===== config.mk =====
export PLATFORM = sky130hd
export DESIGN_NAME = relative10_integer_decoder_top
export DESIGN_NICKNAME = d
export VERILOG_FILES = /design/src/rtl/r10d_pkg.sv /design/src/rtl/r10d_front.sv /design/src/rtl/r10d_queue.sv /design/src/rtl/r10d_back.sv /design/src/rtl/relative10_integer_decoder_top.sv
export SDC_FILE = /design/constraint.sdc
export NUM_CORES = 1
export LEC_CHECK = 0
export BUFFER_PORTS_ARGS = -buffer_cell sky130_fd_sc_hd__buf_2
export CAP_MARGIN = 20
export CORE_ASPECT_RATIO = 0.9
export CORE_MARGIN = 2
export CORE_UTILIZATION = 30
export DETAILED_ROUTE_END_ITERATION = 12
export HOLD_SLACK_MARGIN = 0.1
export PLACE_DENSITY = 0.49
export RECOVER_POWER = 50
export SLEW_MARGIN = 40
export SYNTH_ARGS = -nofsm -noshare
export SYNTH_HDL_FRONTEND = slang
export SYNTH_SLANG_ARGS = --single-unit

===== constraint.sdc =====
create_clock -name clk -period 8.7 [get_ports clk]
set_input_delay 0.87 -clock clk [delete_from_list [all_inputs] [get_ports clk]]
set_output_delay 0.87 -clock clk [all_outputs]
set_load 0.02 [all_outputs]

===== src/rtl/r10d_pkg.sv =====
// Shared types, constants and row tables for the relative-10 integer decoder.
// No dependencies; every other file in rtl/ imports this package.
package r10d_pkg;

    localparam int unsigned WORD_W      = 32;
    localparam int unsigned VALUE_W     = 30;
    localparam int unsigned LEN_W       = 32;
    localparam int unsigned ROW_W       = 4;
    localparam int unsigned FCOUNT_W    = 5;    // fields per word, at most 30
    localparam int unsigned FWIDTH_W    = 5;    // field width, at most 30
    localparam int unsigned QUEUE_DEPTH = 2;

    localparam logic [ROW_W-1:0] S9_ROWS  = 4'd9;
    localparam logic [LEN_W-1:0] LEN_RESET = 32'd1;

    typedef struct packed {
        logic [VALUE_W-1:0]  payload;
        logic [FWIDTH_W-1:0] width;
        logic [FCOUNT_W-1:0] count;
        logic                seq_end;   // last field of this job closes the sequence
    } r10d_job_t;

    function automatic logic [FCOUNT_W-1:0] s9_count(input logic [ROW_W-1:0] row);
        logic [FCOUNT_W-1:0] c;
        case (row)
            4'd0:    c = 5'd1;
            4'd1:    c = 5'd2;
            4'd2:    c = 5'd3;
            4'd3:    c = 5'd4;
            4'd4:    c = 5'd5;
            4'd5:    c = 5'd7;
            4'd6:    c = 5'd9;
            4'd7:    c = 5'd14;
            4'd8:    c = 5'd28;
            default: c = 5'd0;
        endcase
        return c;
    endfunction

    function automatic logic [FWIDTH_W-1:0] s9_bits(input logic [ROW_W-1:0] row);
        logic [FWIDTH_W-1:0] b;
        case (row)
            4'd0:    b = 5'd28;
            4'd1:    b = 5'd14;
            4'd2:    b = 5'd9;
            4'd3:    b = 5'd7;
            4'd4:    b = 5'd5;
            4'd5:    b = 5'd4;
            4'd6:    b = 5'd3;
            4'd7:    b = 5'd2;
            4'd8:    b = 5'd1;
            default: b = 5'd0;
        endcase
        return b;
    endfunction

    function automatic logic [FCOUNT_W-1:0] r10_count(input logic [ROW_W-1:0] row);
        logic [FCOUNT_W-1:0] c;
        case (row)
            4'd0:    c = 5'd1;
            4'd1:    c = 5'd2;
            4'd2:    c = 5'd3;
            4'd3:    c = 5'd4;
            4'd4:    c = 5'd5;
            4'd5:    c = 5'd6;
            4'd6:    c = 5'd7;
            4'd7:    c = 5'd10;
            4'd8:    c = 5'd15;
            default: c = 5'd30;
        endcase
        return c;
    endfunction

    function automatic logic [FWIDTH_W-1:0] r10_bits(input logic [ROW_W-1:0] row);
        logic [FWIDTH_W-1:0] b;
        case (row)
            4'd0:    b = 5'd30;
            4'd1:    b = 5'd15;
            4'd2:    b = 5'd10;
            4'd3:    b = 5'd7;
            4'd4:    b = 5'd6;
            4'd5:    b = 5'd5;
            4'd6:    b = 5'd4;
            4'd7:    b = 5'd3;
            4'd8:    b = 5'd2;
            default: b = 5'd1;
        endcase
        return b;
    endfunction

    // Transfer table: selector 0 steps up, 1 stays, 2 steps down, 3 drops to row 0.
    // Rows 0 to 2 behave as row 2, and rows 9 and above behave as row 8.
    function automatic logic [ROW_W-1:0] next_row(input logic [ROW_W-1:0] row,
                                                  input logic [1:0]       sel);
        logic [ROW_W-1:0] hi;
        logic [ROW_W-1:0] nr;
        case (row) inside
            4'd0, 4'd1, 4'd2: hi = 4'd3;
            [4'd3:4'd8]:      hi = row + 4'd1;
            default:          hi = 4'd9;
        endcase
        case (sel)
            2'd0:    nr = hi;
            2'd1:    nr = hi - 4'd1;
            2'd2:    nr = hi - 4'd2;
            default: nr = 4'd0;
        endcase
        return nr;
    endfunction

endpackage


===== src/rtl/r10d_front.sv =====
// Front end: accepts packed words, resolves the row and field count, tracks the
// sequence counter and queues at most one unpack job per word. Depends on r10d_pkg.
module r10d_front (
    input  logic                      clk,
    input  logic                      rst_n,
    input  logic                      cfg_valid,
    output logic                      cfg_ready,
    input  logic [r10d_pkg::LEN_W-1:0] cfg_data,
    input  logic                      in_valid,
    output logic                      in_ready,
    input  logic [r10d_pkg::WORD_W-1:0] packed_word,
    input  logic                      starts_sequence,
    input  logic                      q_full,
    output logic                      q_push,
    output r10d_pkg::r10d_job_t       q_job
);
    import r10d_pkg::*;

    logic [LEN_W-1:0]    seq_len_reg;
    logic [LEN_W-1:0]    seq_len_next;
    logic [ROW_W-1:0]    row_reg;
    logic [ROW_W-1:0]    row_next;
    logic [LEN_W-1:0]    rem_reg;
    logic [LEN_W-1:0]    rem_next;

    logic                fire;
    logic                active;
    logic [ROW_W-1:0]    sel;
    logic [ROW_W-1:0]    row_sel;
    logic [LEN_W-1:0]    avail;
    logic [FCOUNT_W-1:0] fcount;
    logic [FWIDTH_W-1:0] fwidth;
    logic [VALUE_W-1:0]  payload;
    logic [FCOUNT_W-1:0] take;
    logic [LEN_W-1:0]    rem_after;

    assign cfg_ready = 1'b1;
    assign in_ready  = !q_full;
    assign fire      = in_valid && in_ready;
    assign sel       = packed_word[WORD_W-1 -: ROW_W];

    always_comb
    begin
        active  = 1'b0;
        row_sel = row_reg;
        avail   = '0;
        fcount  = '0;
        fwidth  = '0;
        payload = '0;
        if (starts_sequence)
        begin
            if (sel < S9_ROWS)
            begin
                active  = 1'b1;
                row_sel = sel;
                avail   = seq_len_reg;
                fcount  = s9_count(sel);
                fwidth  = s9_bits(sel);
                payload = {2'b00, packed_word[27:0]};
            end
        end
        else if (rem_reg != '0)
        begin
            active  = 1'b1;
            row_sel = next_row(row_reg, packed_word[WORD_W-1 -: 2]);
            avail   = rem_reg;
            fcount  = r10_count(row_sel);
            fwidth  = r10_bits(row_sel);
            payload = packed_word[VALUE_W-1:0];
        end
    end

    always_comb
    begin
        if (avail < LEN_W'(fcount))
            take = avail[FCOUNT_W-1:0];
        else
            take = fcount;
        rem_after = avail - LEN_W'(take);
    end

    always_comb
    begin
        seq_len_next = seq_len_reg;
        row_next     = row_reg;
        rem_next     = rem_reg;
        if (cfg_valid && cfg_ready)
            seq_len_next = cfg_data;
        if (fire)
        begin
            if (active)
            begin
                row_next = row_sel;
                rem_next = rem_after;
            end
            else if (starts_sequence)
                rem_next = '0;  // bad first selector kills the sequence
        end
    end

    assign q_push          = fire && active && (take != '0);
    assign q_job.payload   = payload;
    assign q_job.width     = fwidth;
    assign q_job.count     = take;
    assign q_job.seq_end   = (rem_after == '0);

    always_ff @(posedge clk or negedge rst_n)
    begin
        if (!rst_n)
        begin
            seq_len_reg <= LEN_RESET;
            row_reg     <= '0;
            rem_reg     <= '0;
        end
        else
        begin
            seq_len_reg <= seq_len_next;
            row_reg     <= row_next;
            rem_reg     <= rem_next;
        end
    end

endmodule


===== src/rtl/r10d_queue.sv =====
// Short job queue between front and back end, built from flops.
// Depends on r10d_pkg for the job type.
module r10d_queue #(
    parameter int unsigned DEPTH = r10d_pkg::QUEUE_DEPTH
) (
    input  logic                clk,
    input  logic                rst_n,
    input  logic                push,
    input  r10d_pkg::r10d_job_t push_job,
    output logic                full,
    input  logic                pop,
    output r10d_pkg::r10d_job_t pop_job,
    output logic                empty
);
    import r10d_pkg::*;

    localparam int unsigned PTR_W = (DEPTH > 1) ? $clog2(DEPTH) : 1;
    localparam int unsigned CNT_W = $clog2(DEPTH + 1);

    r10d_job_t         slot_reg [DEPTH];
    logic [PTR_W-1:0]  wr_ptr_reg;
    logic [PTR_W-1:0]  wr_ptr_next;
    logic [PTR_W-1:0]  rd_ptr_reg;
    logic [PTR_W-1:0]  rd_ptr_next;
    logic [CNT_W-1:0]  fill_reg;
    logic [CNT_W-1:0]  fill_next;
    logic              do_push;
    logic              do_pop;

    assign full    = (fill_reg == CNT_W'(DEPTH));
    assign empty   = (fill_reg == '0);
    assign do_push = push && !full;
    assign do_pop  = pop && !empty;
    assign pop_job = slot_reg[rd_ptr_reg];

    always_comb
    begin
        wr_ptr_next = wr_ptr_reg;
        rd_ptr_next = rd_ptr_reg;
        fill_next   = fill_reg;
        if (do_push)
            wr_ptr_next = (wr_ptr_reg == PTR_W'(DEPTH - 1)) ? '0 : wr_ptr_reg + 1'b1;
        if (do_pop)
            rd_ptr_next = (rd_ptr_reg == PTR_W'(DEPTH - 1)) ? '0 : rd_ptr_reg + 1'b1;
        if (do_push && !do_pop)
            fill_next = fill_reg + 1'b1;
        else if (do_pop && !do_push)
            fill_next = fill_reg - 1'b1;
    end

    always_ff @(posedge clk)
    begin
        if (do_push)
            slot_reg[wr_ptr_reg] <= push_job;
    end

    always_ff @(posedge clk or negedge rst_n)
    begin
        if (!rst_n)
        begin
            wr_ptr_reg <= '0;
            rd_ptr_reg <= '0;
            fill_reg   <= '0;
        end
        else
        begin
            wr_ptr_reg <= wr_ptr_next;
            rd_ptr_reg <= rd_ptr_next;
            fill_reg   <= fill_next;
        end
    end

endmodule


===== src/rtl/r10d_back.sv =====
// Back end: takes one job from the queue and shifts out one field per cycle
// into the output register while the output is not stalled. Depends on r10d_pkg.
module r10d_back (
    input  logic                        clk,
    input  logic                        rst_n,
    input  logic                        q_empty,
    input  r10d_pkg::r10d_job_t         q_job,
    output logic                        q_pop,
    output logic                        out_valid,
    input  logic                        out_ready,
    output logic [r10d_pkg::VALUE_W-1:0] decoded_value,
    output logic                        last_of_word,
    output logic                        last_of_sequence
);
    import r10d_pkg::*;

    logic [VALUE_W-1:0]  shift_reg;
    logic [VALUE_W-1:0]  shift_next;
    logic [FWIDTH_W-1:0] width_reg;
    logic [FWIDTH_W-1:0] width_next;
    logic                seq_end_reg;
    logic                seq_end_next;
    logic [FCOUNT_W-1:0] left_reg;
    logic [FCOUNT_W-1:0] left_next;

    logic                out_valid_reg;
    logic                out_valid_next;
    logic [VALUE_W-1:0]  value_reg;
    logic [VALUE_W-1:0]  value_next;
    logic                low_reg;
    logic                low_next;
    logic                los_reg;
    logic                los_next;

    logic                advance;
    logic                last_field;
    logic [VALUE_W-1:0]  mask;

    assign advance    = (left_reg != '0) && (!out_valid_reg || out_ready);
    assign last_field = (left_reg == FCOUNT_W'(1));
    assign q_pop      = !q_empty && ((left_reg == '0) || (last_field && advance));
    assign mask       = VALUE_W'(((VALUE_W + 1)'(1) << width_reg) - (VALUE_W + 1)'(1));

    always_comb
    begin
        shift_next     = shift_reg;
        width_next     = width_reg;
        seq_end_next   = seq_end_reg;
        left_next      = left_reg;
        out_valid_next = out_valid_reg;
        value_next     = value_reg;
        low_next       = low_reg;
        los_next       = los_reg;

        if (out_ready)
            out_valid_next = 1'b0;
        if (advance)
        begin
            out_valid_next = 1'b1;
            value_next     = shift_reg & mask;
            low_next       = last_field;
            los_next       = last_field && seq_end_reg;
            shift_next     = shift_reg >> width_reg;
            left_next      = left_reg - 1'b1;
        end
        if (q_pop)
        begin
            shift_next   = q_job.payload;
            width_next   = q_job.width;
            seq_end_next = q_job.seq_end;
            left_next    = q_job.count;
        end
    end

    always_ff @(posedge clk)
    begin
        shift_reg   <= shift_next;
        width_reg   <= width_next;
        seq_end_reg <= seq_end_next;
        value_reg   <= value_next;
        low_reg     <= low_next;
        los_reg     <= los_next;
    end

    always_ff @(posedge clk or negedge rst_n)
    begin
        if (!rst_n)
        begin
            left_reg      <= '0;
            out_valid_reg <= 1'b0;
        end
        else
        begin
            left_reg      <= left_next;
            out_valid_reg <= out_valid_next;
        end
    end

    assign out_valid        = out_valid_reg;
    assign decoded_value    = value_reg;
    assign last_of_word     = low_reg;
    assign last_of_sequence = los_reg;

endmodule


===== src/rtl/relative10_integer_decoder_top.sv =====
// Top level of the relative-10 word-aligned integer decoder.
// Depends on r10d_pkg, r10d_front, r10d_queue and r10d_back.
//
//   channel  handshake              payload
//   cfg      cfg_valid / cfg_ready  cfg_data (sequence_length)
//   in       in_valid / in_ready    packed_word, starts_sequence
//   out      out_valid / out_ready  decoded_value, last_of_word, last_of_sequence
//
// The front end takes one word per cycle while the job queue has room.
// The back end gives one integer per cycle unless out_ready stalls; a word of n
// fields (up to 30) passes a queue slot and the back-end registers before out_valid.
// Reset clears the row and the counter and sets sequence_length to 1.
// A stalled output holds its register; the queue lets the front keep going.
module relative10_integer_decoder_top #(
    parameter int unsigned QUEUE_DEPTH = r10d_pkg::QUEUE_DEPTH
) (
    input  logic                          clk,
    input  logic                          rst_n,
    input  logic                          cfg_valid,
    output logic                          cfg_ready,
    input  logic [r10d_pkg::LEN_W-1:0]    cfg_data,
    input  logic                          in_valid,
    output logic                          in_ready,
    input  logic [r10d_pkg::WORD_W-1:0]   packed_word,
    input  logic                          starts_sequence,
    output logic                          out_valid,
    input  logic                          out_ready,
    output logic [r10d_pkg::VALUE_W-1:0]  decoded_value,
    output logic                          last_of_word,
    output logic                          last_of_sequence
);
    import r10d_pkg::*;

    logic      q_push;
    logic      q_pop;
    logic      q_full;
    logic      q_empty;
    r10d_job_t push_job;
    r10d_job_t pop_job;

    r10d_front u_front (
        .clk             (clk),
        .rst_n           (rst_n),
        .cfg_valid       (cfg_valid),
        .cfg_ready       (cfg_ready),
        .cfg_data        (cfg_data),
        .in_valid        (in_valid),
        .in_ready        (in_ready),
        .packed_word     (packed_word),
        .starts_sequence (starts_sequence),
        .q_full          (q_full),
        .q_push          (q_push),
        .q_job           (push_job)
    );

    r10d_queue #(
        .DEPTH (QUEUE_DEPTH)
    ) u_queue (
        .clk      (clk),
        .rst_n    (rst_n),
        .push     (q_push),
        .push_job (push_job),
        .full     (q_full),
        .pop      (q_pop),
        .pop_job  (pop_job),
        .empty    (q_empty)
    );

    r10d_back u_back (
        .clk              (clk),
        .rst_n            (rst_n),
        .q_empty          (q_empty),
        .q_job            (pop_job),
        .q_pop            (q_pop),
        .out_valid        (out_valid),
        .out_ready        (out_ready),
        .decoded_value    (decoded_value),
        .last_of_word     (last_of_word),
        .last_of_sequence (last_of_sequence)
    );

endmodule


==> results.cfg <==
[run_status]
status = finished with violations
violations = capacitance limit, slew limit

[setup_path]
max_stage_delay_ns = 0.53
start_kind = flip-flop
criticalPathCategory = reg -> reg
r2r-end = u_queue.slot_reg[1][0]$_DFFE_PP_
cp-end-kind = flip-flop
reg2reg_from = u_front.row_reg[0]$_DFFE_PN0P_
r2r_setup_slack_ns = 0.72
rr_worst_depth = 30
worst-path-max-fanout = 11
critPathTopFamily = compound AO/OA/AOI/OAI gates
cpMaxStageDelayCell = or4_1
path_buf_inv = 3
cpMostUsedCell = ha_1
cp.arrival_ns = 8.38
required_ns = 9.11

[power]
vdd_ir_drop_max_v = 0.000172
p_leak_nw = 5.68
pwr_density_cell_mw_per_mm2 = 331
power_mw = 4.90

[routing]
routed_wl_um = 35800
drc = 0
avgRoutedWirePerCell_um = 19.2
vias = 9819
first_pass_iters = 5
drt.antenna.violating_nets = 0
drt_iter0_markers = 742
via_per_inst = 5.26

[place]
dp_hpwl_um = 25600
port_buffers = 103
routabilityCongestion = 0.872
dpl_cell_area_mm2 = 0.0140

[floorplan]
io_pins = 105
die_y_um = 201
initial_core_util_pct = 30.3
rows = 72
core_mm2 = 0.0429
die_area_mm2 = 0.0450
die_x_um = 223

[run]
maxCapViolations = 8

[timing]
fmax_mhz = 125
slew_violations = 315
slew_headroom_pct = -58.0
fin_crit_sh_pct = 91.7
finalSetupViolations = 0
final.setup_skew_ns = 0.0333
finalHoldViolations = 0
fin_crit_ns = 7.98
tns_ns = 0
tightest_slew_ns = 2.37
rsz0062_at_grt = false

[global_route]
grt_pass1_wl_um = 55800
grt_overflow = 0
use_met3_pct = 2.37
use_met1_pct = 24.1
grt_pass1_vias = 9451
antenna_found_initial = 1
busiest_layer = met1
grt_usage_pct = 15.7
grt_use_met2_pct = 23.2
grt_max_degree = 51

[synthesis]
ys_warn_count = 0
synthArstFlopShare_pct = 34.2
synth-compound-area-share_pct = 15.7
synth_mux_area_share_pct = 11.3
synth_area_leader_cell = edfxtp_1
synth_ff_type = edfxtp_1
synth_edf_count = 150
synth_top_family_by_area = compound AO/OA/AOI/OAI gates
synth.distinct_cells = 84
syn_nets = 1313
synth.avg_cell_area_um2 = 10.7
ys_seq_elements = 228
yosys.area_share.simple_pct = 14.4
syn_inst = 1213
synth-adder-area-share_pct = 2.95
synth_area_mm2 = 0.0130
yosysSeqAreaShare_pct = 49.7
synth_area_leaders = edfxtp_1, dfrtp_1, mux2_2, mux2i_1, nand2_1
synth-xor-area-share_pct = 2.43
synth_top_area_share_pct = 34.7

[worst_hold_path]
min_from = u_back.left_reg[4]$_DFFE_PN0P_
hold-path-endpoint = u_back.left_reg[4]$_DFFE_PN0P_
whs_path_depth = 2
hold_path.class = reg -> reg

[layout]
fin_util_pct = 34.6
stdcell_area_mm2 = 0.0148
syn2layout_area_growth_pct = 14.2
drive_above_1_share_pct = 16.6
layout.nets = 1391
largest_reg_flops = 82
seq_area_mm2 = 0.00646
fillers = 4335
multiInputGateArea_mm2 = 0.00610
num_antenna_cells = 0

[clock_network]
clockBufferDepth = 3
htreeDepth = 1
numCtsBuffers = 28
cts_tree = yes
hold_buffers = 0
insertion_delay_ns = 0.57
root_buffer = clkbuf_16
cts_sinks = 228
ctsResizeCount = 0
post_cts_buffers = 0
clk_pin_slew_ns = 0.06
power by group:
| part | switching [mW] | leakage, nW | internal [mW] | total, mW |
|---|---|---|---|---|
| Combinational | 1.22 | 2.87 | 0.816 | 2.04 |
| Sequential | 0.251 | 2.41 | 1.55 | 1.80 |
| Clock | 0.470 | 0.403 | 0.594 | 1.06 |
| Total | 1.95 | 5.68 | 2.96 | 4.90 |
routing by layer:
layer  part of all wire [%]  vias up  wire length [µm]
met5                  0.036        -                13
met4                    1.7        2               619
met3                    5.4       40              1930
met2                     43      262             15200
met1                     50     4851             18000
li1                       -     4664                 -
synth_stat cells (3+ instances only):
cell	number
a211oi_1	14
a21boi_0	7
a21o_1	8
a21oi_1	58
a22o_1	19
a22oi_1	25
a2bb2oi_1	3
a31oi_1	14
a32o_1	4
and2_1	41
and3_1	9
buf_1	13
buf_6	4
clkbuf_1	57
dfrtp_1	77
edfxtp_1	150
ha_1	29
inv_1	28
mux2_2	55
mux2i_1	55
mux4_2	13
nand2_1	116
nand2b_1	7
nand3_1	22
nand3b_1	4
nand4_1	5
nand4b_1	3
nor2_1	88
nor2b_1	23
nor3_1	24
nor4_1	5
o211a_1	4
o211ai_1	11
o21ai_0	86
o21ai_1	3
o22a_1	3
o22ai_1	26
or2_2	3
or4_1	3
xnor2_1	22
xor2_1	14
per-stage QoR:
stage	hold WS, ns	cells	setup WS (ns)
floorplan	0.449	1213	1.37
finish	0.478	1866	0.725
detailed placement	0.472	1815	0.762
CTS	0.255	1865	0.715
global placement	0.468	1815	0.933
global route	0.512	1866	0.100
worst min-delay path, delay by kind of cell, from the launching register on:
| family | cells | cell delay [ns] |
|---|---|---|
| and+or+nand+nor | 1 | 0.05 |
| DFF | 1 | 0.34 |
| AOI/OAI and AO/OA | 1 | 0.06 |
final cells by class:
cell class	instances	share of cell area [%]
multi-input combinational	878	41.2
clock inverter	17	0.776
inverter	31	0.785
clock buffer	33	4.85
tap	555	4.68
sequential	228	43.6
timing repair buffer	124	4.19
cell usage in the layout (no fill, tap or decap), types with 29 or more instances in the layout:
cell type	count
ha_1	29
mux2i_1	55
mux2_2	53
nand2_1	115
nor2_1	88
o21ai_0	86
buf_2	67
and2_1	38
clkbuf_1	48
dfrtp_1	77
edfxtp_1	150
a21oi_1	58
worst max-delay path by stage:
stage,from,endpoint,slack [ns],depth (start not counted)
2_1_floorplan,u_front.row_reg[0]$_DFFE_PN0P_,u_queue.slot_reg[0][0]$_DFFE_PP_,1.37,33
3_3_place_gp,u_front.row_reg[0]$_DFFE_PN0P_,u_queue.slot_reg[0][0]$_DFFE_PP_,0.93,30
3_5_place_dp,u_front.row_reg[0]$_DFFE_PN0P_,u_queue.slot_reg[0][0]$_DFFE_PP_,0.76,30
4_1_cts,u_front.row_reg[0]$_DFFE_PN0P_,u_queue.slot_reg[1][0]$_DFFE_PP_,0.72,30
5_1_grt,u_front.row_reg[0]$_DFFE_PN0P_,u_queue.slot_reg[1][0]$_DFFE_PP_,0.10,30
6_report,u_front.row_reg[0]$_DFFE_PN0P_,u_queue.slot_reg[1][0]$_DFFE_PP_,0.72,30
logic make-up after synthesis:
group / count (synthesis)
other: 1
buffers and inverters: 107
XOR/XNOR: 36
AO/OA/AOI/OAI: 314
AND/OR/NAND/NOR: 374
multiplexers: 123
flip-flops: 228
adder cells (fa/ha/maj): 30
(Power assumes the default switching activity.)
